### config.mk
export PLATFORM = sky130hd
export DESIGN_NAME = vtt_ctrl
export DESIGN_NICKNAME = d
export VERILOG_FILES = /design/src/vtt_pkg.sv /design/src/vtt_ctrl.sv
export SDC_FILE = /design/constraint.sdc
export NUM_CORES = 1
export LEC_CHECK = 0
export BUFFER_PORTS_ARGS = -buffer_cell sky130_fd_sc_hd__buf_2
export CORE_AREA = 4 4 419 421
export DETAILED_ROUTE_END_ITERATION = 10
export DIE_AREA = 0 0 423 425
export RECOVER_POWER = 25
export SYNTH_ARGS = -nofsm -noshare
export SYNTH_HDL_FRONTEND = slang
export SYNTH_SLANG_ARGS = --single-unit
### constraint.sdc
create_clock -name aclk -period 4.6 [get_ports aclk]
set_clock_uncertainty 0.15 [all_clocks]
set_input_delay 0.46 -clock aclk [delete_from_list [all_inputs] [get_ports aclk]]
set_output_delay 0.46 -clock aclk [all_outputs]
set_load 0.02 [all_outputs]
### src/vtt_pkg.sv
`timescale 1ns / 1ps

package vtt_pkg;

    // Fixed field widths of the stream payloads
    localparam int WORD_W      = 64;
    localparam int IN_WORDS    = 8;
    localparam int OP_W        = 2;
    localparam int VOTER_W     = 2;
    localparam int THR_W       = 2;
    localparam int COUNT_W     = 2;
    localparam int NUM_VOTERS  = 3;

    // s_tdata layout: opcode, voter, digest words 0..7, zero fill to 520 bits
    localparam int OPCODE_LSB  = 0;
    localparam int VOTER_LSB   = OPCODE_LSB + OP_W;
    localparam int DIGEST_LSB  = VOTER_LSB + VOTER_W;
    localparam int S_FIELDS_W  = DIGEST_LSB + IN_WORDS * WORD_W;
    localparam int S_TDATA_W   = ((S_FIELDS_W + 7) / 8) * 8;
    localparam int M_TDATA_W   = 8;

    // Defaults for the top-level parameters
    localparam int TABLE_DEPTH_DEF  = 256;
    localparam int DIGEST_WORDS_DEF = 8;

    localparam logic [THR_W-1:0]   THR_RESET  = 2'd2;
    localparam logic [VOTER_W-1:0] VOTER_NONE = 2'd3;

    typedef enum logic [OP_W-1:0] {
        OP_SUBMIT = 2'd0,
        OP_CHECK  = 2'd1,
        OP_READ   = 2'd2,
        OP_UNUSED = 2'd3
    } op_t;

    typedef enum logic [2:0] {
        ST_IDLE,
        ST_SEARCH,
        ST_ATTR_RD,
        ST_UPDATE,
        ST_DONE
    } state_t;

    // Per-entry attributes, held in one memory word
    typedef struct packed {
        logic                  finalized;
        logic [COUNT_W-1:0]    count;
        logic [NUM_VOTERS-1:0] marks;
    } attr_t;

    // Result item; ok lands in bit 0
    typedef struct packed {
        logic [COUNT_W-1:0] total;
        logic               found;
        logic               agreed;
        logic               ok;
    } res_t;

endpackage

### src/vtt_ctrl.sv
`timescale 1ns / 1ps

module vtt_ctrl
    import vtt_pkg::*;
#(
    parameter int TABLE_DEPTH  = TABLE_DEPTH_DEF,
    parameter int DIGEST_WORDS = DIGEST_WORDS_DEF
) (
    input  logic                                aclk,
    input  logic                                aresetn,
    input  logic                                start,
    input  op_t                                 op,
    input  logic [VOTER_W-1:0]                  voter,
    input  logic [DIGEST_WORDS*WORD_W-1:0]      key,
    input  logic [THR_W-1:0]                    threshold,
    input  logic [DIGEST_WORDS*WORD_W-1:0]      row_rdata,
    input  attr_t                               attr_rdata,
    input  logic                                out_free,
    output logic                                idle,
    output logic                                row_re,
    output logic [$clog2(TABLE_DEPTH)-1:0]      row_raddr,
    output logic                                row_we,
    output logic                                attr_re,
    output logic                                attr_we,
    output logic [$clog2(TABLE_DEPTH)-1:0]      slot,
    output attr_t                               attr_wdata,
    output logic                                res_load,
    output res_t                                res
);

    localparam int IDX_W = $clog2(TABLE_DEPTH);
    localparam int CNT_W = $clog2(TABLE_DEPTH + 1);
    localparam logic [CNT_W-1:0] FULL = CNT_W'(TABLE_DEPTH);

    state_t state_reg, state_next;

    logic [CNT_W-1:0] rd_idx_reg, rd_idx_next;
    logic [CNT_W-1:0] used_reg, used_next;
    logic             cmp_valid_reg, cmp_valid_next;
    logic [IDX_W-1:0] cmp_idx_reg, cmp_idx_next;
    logic             hit_reg, hit_next;
    logic [IDX_W-1:0] slot_reg, slot_next;
    res_t             res_reg, res_next;

    logic                  issue;
    logic                  row_match;
    logic                  hit_now;
    logic                  search_end;
    logic                  room;
    attr_t                 base;
    attr_t                 upd;
    logic [NUM_VOTERS-1:0] mark_bit;

    // Shared compare unit: one stored row against the key per cycle
    assign row_match  = (row_rdata == key);
    assign issue      = (state_reg == ST_SEARCH) && (rd_idx_reg < used_reg);
    assign hit_now    = cmp_valid_reg && row_match;
    assign search_end = (state_reg == ST_SEARCH) && (hit_now || !issue);
    assign room       = (used_reg < FULL);

    always_comb begin
        state_next = state_reg;
        unique case (state_reg)
            ST_IDLE: begin
                if (start) begin
                    state_next = ST_SEARCH;
                end
            end
            ST_SEARCH: begin
                if (search_end) begin
                    state_next = ST_ATTR_RD;
                end
            end
            ST_ATTR_RD: begin
                state_next = ST_UPDATE;
            end
            ST_UPDATE: begin
                state_next = ST_DONE;
            end
            ST_DONE: begin
                if (out_free) begin
                    state_next = ST_IDLE;
                end
            end
            default: begin
                state_next = ST_IDLE;
            end
        endcase
    end

    always_comb begin
        rd_idx_next    = rd_idx_reg;
        used_next      = used_reg;
        cmp_valid_next = 1'b0;
        cmp_idx_next   = cmp_idx_reg;
        hit_next       = hit_reg;
        slot_next      = slot_reg;
        res_next       = res_reg;
        row_we         = 1'b0;
        attr_we        = 1'b0;
        base           = hit_reg ? attr_rdata : '0;
        upd            = base;
        mark_bit       = NUM_VOTERS'(1) << voter;

        if (start && state_reg == ST_IDLE) begin
            rd_idx_next = '0;
        end

        if (state_reg == ST_SEARCH) begin
            if (issue) begin
                rd_idx_next    = rd_idx_reg + CNT_W'(1);
                cmp_idx_next   = rd_idx_reg[IDX_W-1:0];
                cmp_valid_next = !hit_now;
            end
            if (search_end) begin
                hit_next  = hit_now;
                slot_next = hit_now ? cmp_idx_reg : used_reg[IDX_W-1:0];
            end
        end

        if (state_reg == ST_UPDATE) begin
            res_next.ok     = 1'b0;
            res_next.agreed = 1'b0;
            res_next.found  = hit_reg && (op != OP_UNUSED);
            res_next.total  = res_next.found ? base.count : '0;
            case (op)
                OP_SUBMIT: begin
                    if (voter != VOTER_NONE && (hit_reg || room)) begin
                        if ((base.marks & mark_bit) == '0) begin
                            upd.marks = base.marks | mark_bit;
                            upd.count = COUNT_W'(base.count + COUNT_W'(1));
                        end
                        attr_we        = 1'b1;
                        row_we         = !hit_reg;
                        used_next      = hit_reg ? used_reg : used_reg + CNT_W'(1);
                        res_next.ok    = 1'b1;
                        res_next.total = upd.count;
                    end
                end
                OP_CHECK: begin
                    if (hit_reg && (base.finalized || base.count >= threshold)) begin
                        upd.finalized   = 1'b1;
                        attr_we         = 1'b1;
                        res_next.agreed = 1'b1;
                    end
                end
                default: begin
                end
            endcase
        end
    end

    assign idle       = (state_reg == ST_IDLE);
    assign row_re     = issue;
    assign row_raddr  = rd_idx_reg[IDX_W-1:0];
    assign attr_re    = (state_reg == ST_ATTR_RD);
    assign slot       = slot_reg;
    assign attr_wdata = upd;
    assign res_load   = (state_reg == ST_DONE) && out_free;
    assign res        = res_reg;

    always_ff @(posedge aclk) begin
        if (!aresetn) begin
            state_reg     <= ST_IDLE;
            used_reg      <= '0;
            cmp_valid_reg <= 1'b0;
            rd_idx_reg    <= '0;
        end else begin
            state_reg     <= state_next;
            used_reg      <= used_next;
            cmp_valid_reg <= cmp_valid_next;
            rd_idx_reg    <= rd_idx_next;
        end
    end

    always_ff @(posedge aclk) begin
        cmp_idx_reg <= cmp_idx_next;
        hit_reg     <= hit_next;
        slot_reg    <= slot_next;
        res_reg     <= res_next;
    end

endmodule

==> results of run 1 <==
[routing by layer]
metal / up-vias / track usage / part of all wire
met5: - / 0 / 0.0047
met4: 144 / 0.0803 / 0.050
met3: 519 / 0.0987 / 0.12
met2: 1279 / 0.375 / 0.49
met1: 7759 / 0.215 / 0.34
li1: 6810 / - / -
[Yosys cell counts, drive strengths merged, types with 3 or more instances]
cell type and instances:
edfxtp 22, clkbuf 4, or4 9, nand4 62
nor2b 47, dfxtp 22, xnor2 161, nand3 16
o31ai 4, o2111ai 14, and3 6, a22oi 10
o221ai 3, a2111o 9, a221oi 18, nor2 10
inv 253, mux2 8, nand2 23, o21a 3
a22o 34, o22ai 86, o2bb2ai 21, a21oi 14
nor4 64, xor2 109, buf 8, mux2i 3
o21ai 8, nor3 11, and2 12, a21o 4
or3 4, ha 12, a221o 14, nand2b 41
a2111oi 18
[final cells by class]
type                            count  area (µm²)  area share
Inverter                          254         953      0.0526
Multi-Input combinational cell    879        6660       0.367
Sequential cell                    44        1100      0.0607
Clock buffer                        5         125     0.00690
Tap cell                         2310        2890       0.159
Timing Repair Buffer             1140        5880       0.324
Antenna cell                      190         475      0.0262
Clock inverter                      3        46.3     0.00255
[power groups by stage]
stage               Sequential (mW)  Clock, mW  Combinational (mW)
floorplan                     0.460          0               0.457
global placement              0.462          0                1.60
detailed placement            0.463          0                1.61
CTS                           0.454      0.448                1.62
global route                  0.454      0.457                1.67
finish                        0.452      0.438                1.59
[how the worst min path moves through the flow]
stage,start,end,cells after the start
after floorplan,used_reg[8]$_SDFFE_PN0P_,used_reg[8]$_SDFFE_PN0P_,1
after global placement,used_reg[8]$_SDFFE_PN0P_,used_reg[8]$_SDFFE_PN0P_,1
after detailed placement,used_reg[8]$_SDFFE_PN0P_,used_reg[8]$_SDFFE_PN0P_,1
after CTS,used_reg[8]$_SDFFE_PN0P_,used_reg[8]$_SDFFE_PN0P_,1
after global routing,used_reg[8]$_SDFFE_PN0P_,used_reg[8]$_SDFFE_PN0P_,1
final,used_reg[8]$_SDFFE_PN0P_,used_reg[8]$_SDFFE_PN0P_,1
[per-stage QoR]
| stage | util | setup slack (ns) | cell area [µm²] |
|---|---|---|---|
| 2_1_floorplan | - | 0.472 | 8770 |
| 3_3_place_gp | 0.102 | -0.282 | 17500 |
| 3_5_place_dp | 0.102 | -0.167 | 17500 |
| 4_1_cts | 0.103 | 0.138 | 17700 |
| 5_1_grt | 0.104 | 0.119 | 17900 |
| 6_report | 0.106 | 0.165 | 18100 |
[critical path: stages]
cell	delay, ns
buf_2	0.14
nor2b_1	0.28
buf_12	0.20
a2111o_1	0.43
a2111oi_2	0.35
nand4_1	0.15
or4_1	0.54
or4b_4	0.55
or4_2	0.78
a21oi_1	0.20
buf_4	0.20
[cells in the final DEF (no fill, tap or decap), drive strengths merged, types with 18 or more instances in the layout]
cell	n
nand4	62
nor4	64
inv	254
a221oi	18
diode	190
a22o	34
buf	1129
edfxtp	22
o2bb2ai	21
dfxtp	22
nand2b	41
a2111oi	18
nand2	23
o22ai	86
xnor2	161
nor2b	47
xor2	109
[logic make-up after synthesis]
group	Yosys count
AND/OR/NAND/NOR	317
XOR/XNOR	270
AO/OA/AOI/OAI	269
buffers and inverters	266
flip-flops	44
adder cells (fa/ha/maj)	12
multiplexers	11
==> metrics.txt, run 1 <==
Ys Warns 0; Synth Area in Simple Gates 0.219; Nets 3376; Power Density 137 nW/µm²; worst skew pair latency 0.30 ns; number of global-route vias before repair 15600; CTS H-tree depth 2; routability cong. 0.970; Clk Tree Root Cell clkbuf_16; Die Area 180000 µm²; Setup crit end slot[2]$_DFFE_PP_; XOR/XNOR share of the synthesized area 0.270; FF-to-FF Start cmp_valid_reg$_SDFF_PN0_; TritonCTS Buffers 5; Seq/Total Area, Yosys 0.126; total congestion overflow 0; # hold bufs at CTS 0; distinct cell type count after synthesis 60; adder-cell area share of the yosys netlist 0.0171; predominant post-synthesis flop cell edfxtp_1; I/O pin cnt 1073; Starting Density 0.0512; die width 423 µm; critical path peak fanout 9; IO buf count 1072; Worst-Margin Slew 1.27 ns; Clock power frac 0.176; NetSw 1.15 mW; Crit path arrival time 4.29 ns; Tmin final 4.44 ns; non-filler instance count after layout 4825; total negative slack 0 ns; Post-route DRC 0; #FFs+latches synth 44; area share of the leading cell type in the synthesized netlist 0.161; slew margin rel. 0.143; EDFF count, synth 22; worst hold margin 0.327 ns; Routed WL per cell 41.4 µm; max cap viols 0; via count 16500; static leakage 8.27 nW; Routed WL 200000 µm; 1st-iter DRT viols 1482; Clock Pin Slew Worst Setup and Hold Paths 0.07 ns; Sw Share 0.464; Worst Setup Start Kind input port; Comb pwr share 0.642; # rows 152; 1st-pass router iterations 5; largest net degree at the start of global routing 18; mapped cell area 8770 µm²; Worst Setup Path Type in2reg; largest area contributor in the netlist xnor2_1; main combinational cell family by area after synthesis XOR/XNOR gates; final worst path period share 0.964; CORE AREA 171000 µm²; CTS tree done; status complete, no violations; Mapped Avg Cell Area 7.38 µm²; Max VDD drop 0.111 mV; nature of the critical path endpoint flop; max frequency 225 MHz; internal power 1.33 mW; Data required, critical path 4.46 ns; critical path launch point row_rdata[378]; async set or reset register ratio after synthesis 0; syn_nets 2241; Final setup violation count 0; filler instances 20300; final hold violation count 0; Tot Pwr 2.48 mW; clock buffer depth 2; area delta synth->final 107%; post-CTS setup buffers 0; FF-to-FF End slot[2]$_DFFE_PP_; most area-consuming cells after synthesis xnor2_1 16%, xor2_1 11%, inv_1 11%, edfxtp_1 7.5%, o22ai_1 6.1%; Worst R2R Setup Slack 1.13 ns; DP Wirelength 193000 µm; first-pass GRT wire length 231000 µm; Via-to-Cell Ratio 3.42; GRT Total Usage 0.211; max-slew violations 0; clk sinks 44; multiplexer share of the synthesized area 0.0137; layout cell share with drive strength beyond 1 0.497; dpl cells 4627; CTS resizes 0; initial antenna violation count 415; Min-Delay Path Class reg2reg; RSZ-0062 raised after global routing no; Compound-Gate Fraction of Synth Area 0.237; chip height 425 µm; Flop pwr share 0.182; Worst Reg-to-Reg Cells 8; ANT nets after route 0; Post-Syn Instances 1189
Power figures use the tool's default switching activity.
==> run 2: changes to the inputs <==
- ABC_AREA: default -> 1
- CORE_AREA: 4 4 419 421 -> 4 4 414 416
- DIE_AREA: 0 0 423 425 -> 0 0 418 420
- clock period: 4.6 -> 3.7 ns (I/O delays scaled with it)
==> run 2 against run 1 <==
Compared with the run above: the flow now finishes with violations (antenna rules); flip-flop and latch count unchanged; total power increased by 62%; area after synthesis increased by 70%; register-to-register slack got worse by 0.62 ns; design area increased by 34%; final cell count increased by 37%; combinational power increased by 88%; hold slack got worse by 0.087 ns; synthesized cell count increased to 2.6 times the previous value; sequential power increased by 18%; largest power group unchanged; highest routed layer unchanged.
==> metrics.txt, run 2 <==
status finished, violations left; violated checks antenna rules; EDFF count, synth 22; total negative slack 0 ns; Worst-Margin Slew 1.08 ns; most common cell in the netlist nand2_1; distinct cell type count after synthesis 44; Clk Tree Root Cell clkbuf_16; DP Wirelength 233000 µm; largest area contributor in the netlist nand2_1; layout cell share with drive strength beyond 1 0.304; clock buffer depth 2; TritonCTS Buffers 5; area delta synth->final 63.0%; Routed WL per cell 36.4 µm; final hold violation count 0; largest net degree at the start of global routing 19; critical path peak fanout 7; clk sinks 44; Seq/Total Area, Yosys 0.0740; final worst path period share 0.877; mapped cell area 14900 µm²; worst skew pair latency 0.30 ns; # rows 150; CTS resizes 0; max frequency 308 MHz; Clock Pin Slew Worst Setup and Hold Paths 0.07 ns; Final setup violation count 0; IO buf count 1072; predominant post-synthesis flop cell edfxtp_1; Nets 5277; top cells by count, synth 1058 x nand2_1, 738 x inv_1, 392 x nor2_1, 185 x nand4_1, 144 x xnor2_1; I/O pin cnt 1073; Worst Setup Start Kind flop; post-CTS setup buffers 0; via count 26100; most area-consuming cells after synthesis nand2_1 27%, inv_1 19%, nor2_1 9.9%, xnor2_1 8.5%, nand4_1 7.8%; Worst Setup Path Type reg2out; Mapped Avg Cell Area 4.85 µm²; Starting Density 0.0890; syn_nets 4120; Routed WL 241000 µm; CORE AREA 167000 µm²; Min-Delay Path Class in2reg; Max VDD drop 0.173 mV; first-pass GRT wire length 285000 µm; commonest non-fill, non-tap cell in the layout buf_2; total congestion overflow 0; CTS tree done; area share of the leading cell type in the synthesized netlist 0.267; 1st-pass router iterations 7; 1st-iter DRT viols 2882; chip height 420 µm; Power Density 166 nW/µm²; Die Area 176000 µm²; max cap viols 0; multi-input gate area in the final layout 10900 µm²; die width 418 µm; Via-to-Cell Ratio 3.94; number of global-route vias before repair 23900; slew margin rel. 0.270; routability cong. 1.09; max-slew violations 0; Tmin final 3.25 ns; # hold bufs at CTS 0; static leakage 13.9 nW; nature of the critical path endpoint primary output; filler instances 20000; most frequent cells in the layout 1062 x buf_2, 1058 x nand2_1, 739 x inv_1; RSZ-0062 raised after global routing no; dpl cells 6422; Data required, critical path 3.18 ns; initial antenna violation count 450; Ys Warns 0; #FFs+latches synth 44; GRT Total Usage 0.261; async set or reset register ratio after synthesis 0; Post-Syn Instances 3068; Post-route DRC 0; non-filler instance count after layout 6624; ANT nets after route 2; Crit path arrival time 2.73 ns; sequential cell area 1100 µm²; CTS H-tree depth 2
==> run 2: cell types whose count changed in the layout (fill, tap and decap cells not counted), moves of 70 or more <==
cell | previous run | this run
or2_2 | 1 | 110
inv_1 | 253 | 739
nand3_1 | 16 | 86
xor2_1 | 109 | 21
nand4_1 | 62 | 185
nand2_1 | 23 | 1058
o22ai_1 | 86 | 7
nor2_1 | 10 | 392
==> run 2: cells by family after synthesis <==
group,Yosys count,share of synthesized area
AOI/OAI and AO/OA,151,0.0585
xor gates and xnor gates,165,0.0971
adders and majority gates,12,0.0101
buffers and inverters,755,0.193
DFF,44,0.0740
and+or+nand+nor,1941,0.567
==> run 2: area by class of cell <==
class                           instances  share of cell area
Antenna cell                          194              0.0200
Clock buffer                            7             0.00676
Clock inverter                          1            0.000361
Inverter                              743               0.115
Multi-Input combinational cell       2269               0.450
Sequential cell                        44              0.0454
Tap cell                             2204               0.114
Timing Repair Buffer                 1162               0.248
==> run 2: worst max-delay path, cell delays in order (launching register included) <==
cell	delay, ns
dfxtp_1	0.36
inv_1	0.11
nor3_1	0.80
inv_2	0.18
nor2_4	0.23
nand4_1	0.21
xor2_1	0.31
buf_2	0.22
==> run 2: report_power, final <==
part           switching, mW  internal, mW  total, mW
combinational           1.99         0.997       2.99
clock                  0.201         0.311      0.512
sequential           0.00895         0.524      0.533
total                   2.20          1.83       4.03
==> run 2: worst paths after layout <==
check | start | end | slack, ns | depth (start not counted)
setup / recovery | state_reg[1]$_SDFFE_PN0P_ | attr_wdata[3] | 0.45 | 7
hold / removal | aresetn | state_reg[0]$_SDFFE_PN0P_ | 0.24 | 3
setup reg to reg | cmp_valid_reg$_SDFF_PN0_ | slot[6]$_DFFE_PP_ | 0.51 | 13
hold reg to reg | used_reg[3]$_SDFFE_PN0P_ | used_reg[4]$_SDFFE_PN0P_ | 0.34 | 2
==> run 2: per-stage QoR <==
stage / total power, mW / hold WS [ns] / utilization / area (µm²) / setup WS [ns]
6_report: 4.03 / 0.240 / 0.145 / 24300 / 0.454
3_5_place_dp: 3.53 / 0.332 / 0.141 / 23600 / 0.294
3_3_place_gp: 3.53 / 0.334 / 0.141 / 23600 / 0.218
2_1_floorplan: 1.57 / 0.302 / - / 14900 / 1.22
5_1_grt: 4.23 / 0.249 / 0.143 / 24000 / 0.371
4_1_cts: 4.04 / 0.232 / 0.142 / 23800 / 0.540
==> run 2: per-layer routing <==
metal | vias to the layer above | track usage | wire [µm] | share of wire
met4 | 100 | 0.149 | 16800 | 0.070
met3 | 693 | 0.0863 | 22800 | 0.094
met5 | - | 0 | 686 | 0.0028
li1 | 11900 | - | - | -
met1 | 11600 | 0.282 | 86700 | 0.36
met2 | 1833 | 0.447 | 114000 | 0.47
==> run 3: changes to the inputs <==
- CORE_AREA: 4 4 414 416 -> 4 4 412 414
- DIE_AREA: 0 0 418 420 -> 0 0 416 418
==> run 3 against run 2 <==
Compared with the run above: largest cell class unchanged; design area down 0.21%; worst setup slack worse by 0.16 ns; total power down 2.2%; register-to-register slack better by 0.29 ns; the flow now finishes without violations; hold slack better by 0.027 ns; combinational power about the same; critical path type is now in2reg; utilization up 0.052 points; final cell count about the same; via count up 0.83%; routed wire length up 0.26%; flip-flop and latch count unchanged; count of clock-buffer cells in the layout down 1.
==> metrics.txt, run 3 (same netlist as run 2, synthesis figures left out) <==
max-slew violations 0; CTS tree done; DP Wirelength 233000 µm; dpl cells 6421; Nets 5276; Worst Setup Path Type in2reg; Routed WL 242000 µm; final hold violation count 0; kind of cell adding the most delay to the critical path simple AND/OR/NAND/NOR gates; Clk Tree Root Cell clkbuf_16; Tmin final 3.41 ns; via count 26300; worst skew pair latency 0.29 ns; FF-to-FF Start cmp_valid_reg$_SDFF_PN0_; Worst Setup Start Kind input port; post-CTS setup buffers 0; Crit path arrival time 3.29 ns; status complete, no violations; initial antenna violation count 483; # rows 150; final worst path period share 0.920; total congestion overflow 0; Die Area 174000 µm²; chip height 418 µm; slew margin rel. 0.205; Clock Pin Slew Worst Setup and Hold Paths 0.06 ns; CTS H-tree depth 2; Worst-Margin Slew 1.18 ns; Via-to-Cell Ratio 3.97; number of global-route vias before repair 23700; Min-Delay Path Class in2reg; I/O pin cnt 1073; nature of the critical path endpoint flop; Hold EP state_reg[0]$_SDFFE_PN0P_; Routed WL per cell 36.5 µm; routability cong. 1.12; non-filler instance count after layout 6627; # hold bufs at CTS 0; 1st-iter DRT viols 2770; Max VDD drop 0.156 mV; WP buf/inv 2; commonest non-fill, non-tap cell in the layout buf_2; Starting Density 0.0895; hold path depth 3; RSZ-0062 raised after global routing no; largest net degree at the start of global routing 19; die width 416 µm; Power Density 163 nW/µm²; total negative slack 0 ns; Worst R2R Setup Slack 0.80 ns; CORE AREA 166000 µm²; ANT nets after route 0; Top cell by count, worst path nor2_1; 1st-pass router iterations 8; crit path cell chain buf_2 > xnor2_1 > nand3_1 > nor2_1 > nand2_1 > nor2_1 > nand3_1 > nor2_1 > nand3_2 > buf_4 > nor2_1 > a21oi_1; CTS resizes 0; first-pass GRT wire length 286000 µm; IO buf count 1072; filler instances 20100; Final setup violation count 0; TritonCTS Buffers 5; most frequent cells in the layout 1061 x buf_2, 1058 x nand2_1, 739 x inv_1; Post-route DRC 0; critical path peak fanout 18; max cap viols 0; max frequency 294 MHz; GRT Total Usage 0.264; Data required, critical path 3.58 ns; clk sinks 44; static leakage 13.9 nW; FF-to-FF End hit_reg$_DFFE_PP_; area delta synth->final 62.7%; clock buffer depth 2; worst hold path startpoint aresetn; layout cell share with drive strength beyond 1 0.303; slowest CP cell xnor2_1; CP max stage delay 0.83 ns; Worst Reg-to-Reg Cells 9
==> run 3: worst max path at each step <==
| stage | slack, ns | cells after the start | from | end |
|---|---|---|---|---|
| 2_1_floorplan | 1.22 | 12 | key[430] | hit_reg$_DFFE_PP_ |
| 3_3_place_gp | -0.01 | 11 | key[4] | slot[5]$_DFFE_PP_ |
| 3_5_place_dp | -0.04 | 12 | key[4] | slot[2]$_DFFE_PP_ |
| 4_1_cts | 0.26 | 12 | key[4] | slot[7]$_DFFE_PP_ |
| 5_1_grt | 0.14 | 11 | key[4] | slot[2]$_DFFE_PP_ |
| 6_report | 0.29 | 12 | key[4] | slot[7]$_DFFE_PP_ |
==> run 3: per-stage QoR <==
step                hold slack (ns)  total power, mW  cell area (µm²)  utilization  worst slack (ns)
floorplan                     0.302             1.57            14900            -              1.22
global placement              0.344             3.49            23600        0.142           -0.0139
detailed placement            0.342             3.49            23600        0.142           -0.0410
CTS                           0.254             3.94            23700        0.143             0.255
global route                  0.261             4.13            23900        0.144             0.137
finish                        0.267             3.95            24200        0.146             0.295
==> run 3: layout make-up <==
class | count | area [µm²] | share of cell area
multi-input cells | 2269 | 10900 | 0.450
repair buffers | 1161 | 6020 | 0.249
inverters | 743 | 2790 | 0.115
well taps | 2204 | 2760 | 0.114
flip-flops and latches | 44 | 1100 | 0.0455
diodes | 198 | 495 | 0.0205
clock buffers | 6 | 129 | 0.00532
clock inverters | 2 | 11.3 | 0.000465
==> run 3: tightest hold or removal path: stages <==
cell	delay (ns)
buf_2	0.17
nand2_1	0.09
inv_1	0.03
==> run 3: metal layers <==
metal  up-vias  global-route usage  wire length [µm]  share of wire
li1      11900                   -                 -              -
met4       130               0.155             17700          0.073
met5         -                   0               860         0.0036
met2      1914               0.443            112000           0.46
met3       687              0.0969             24100           0.10
met1     11700               0.286             87100           0.36
==> run 3: power breakdown <==
part / switching (mW) / internal (mW)
logic: 1.97 / 0.996
registers: 0.00995 / 0.525
clock network: 0.196 / 0.250
total: 2.18 / 1.77
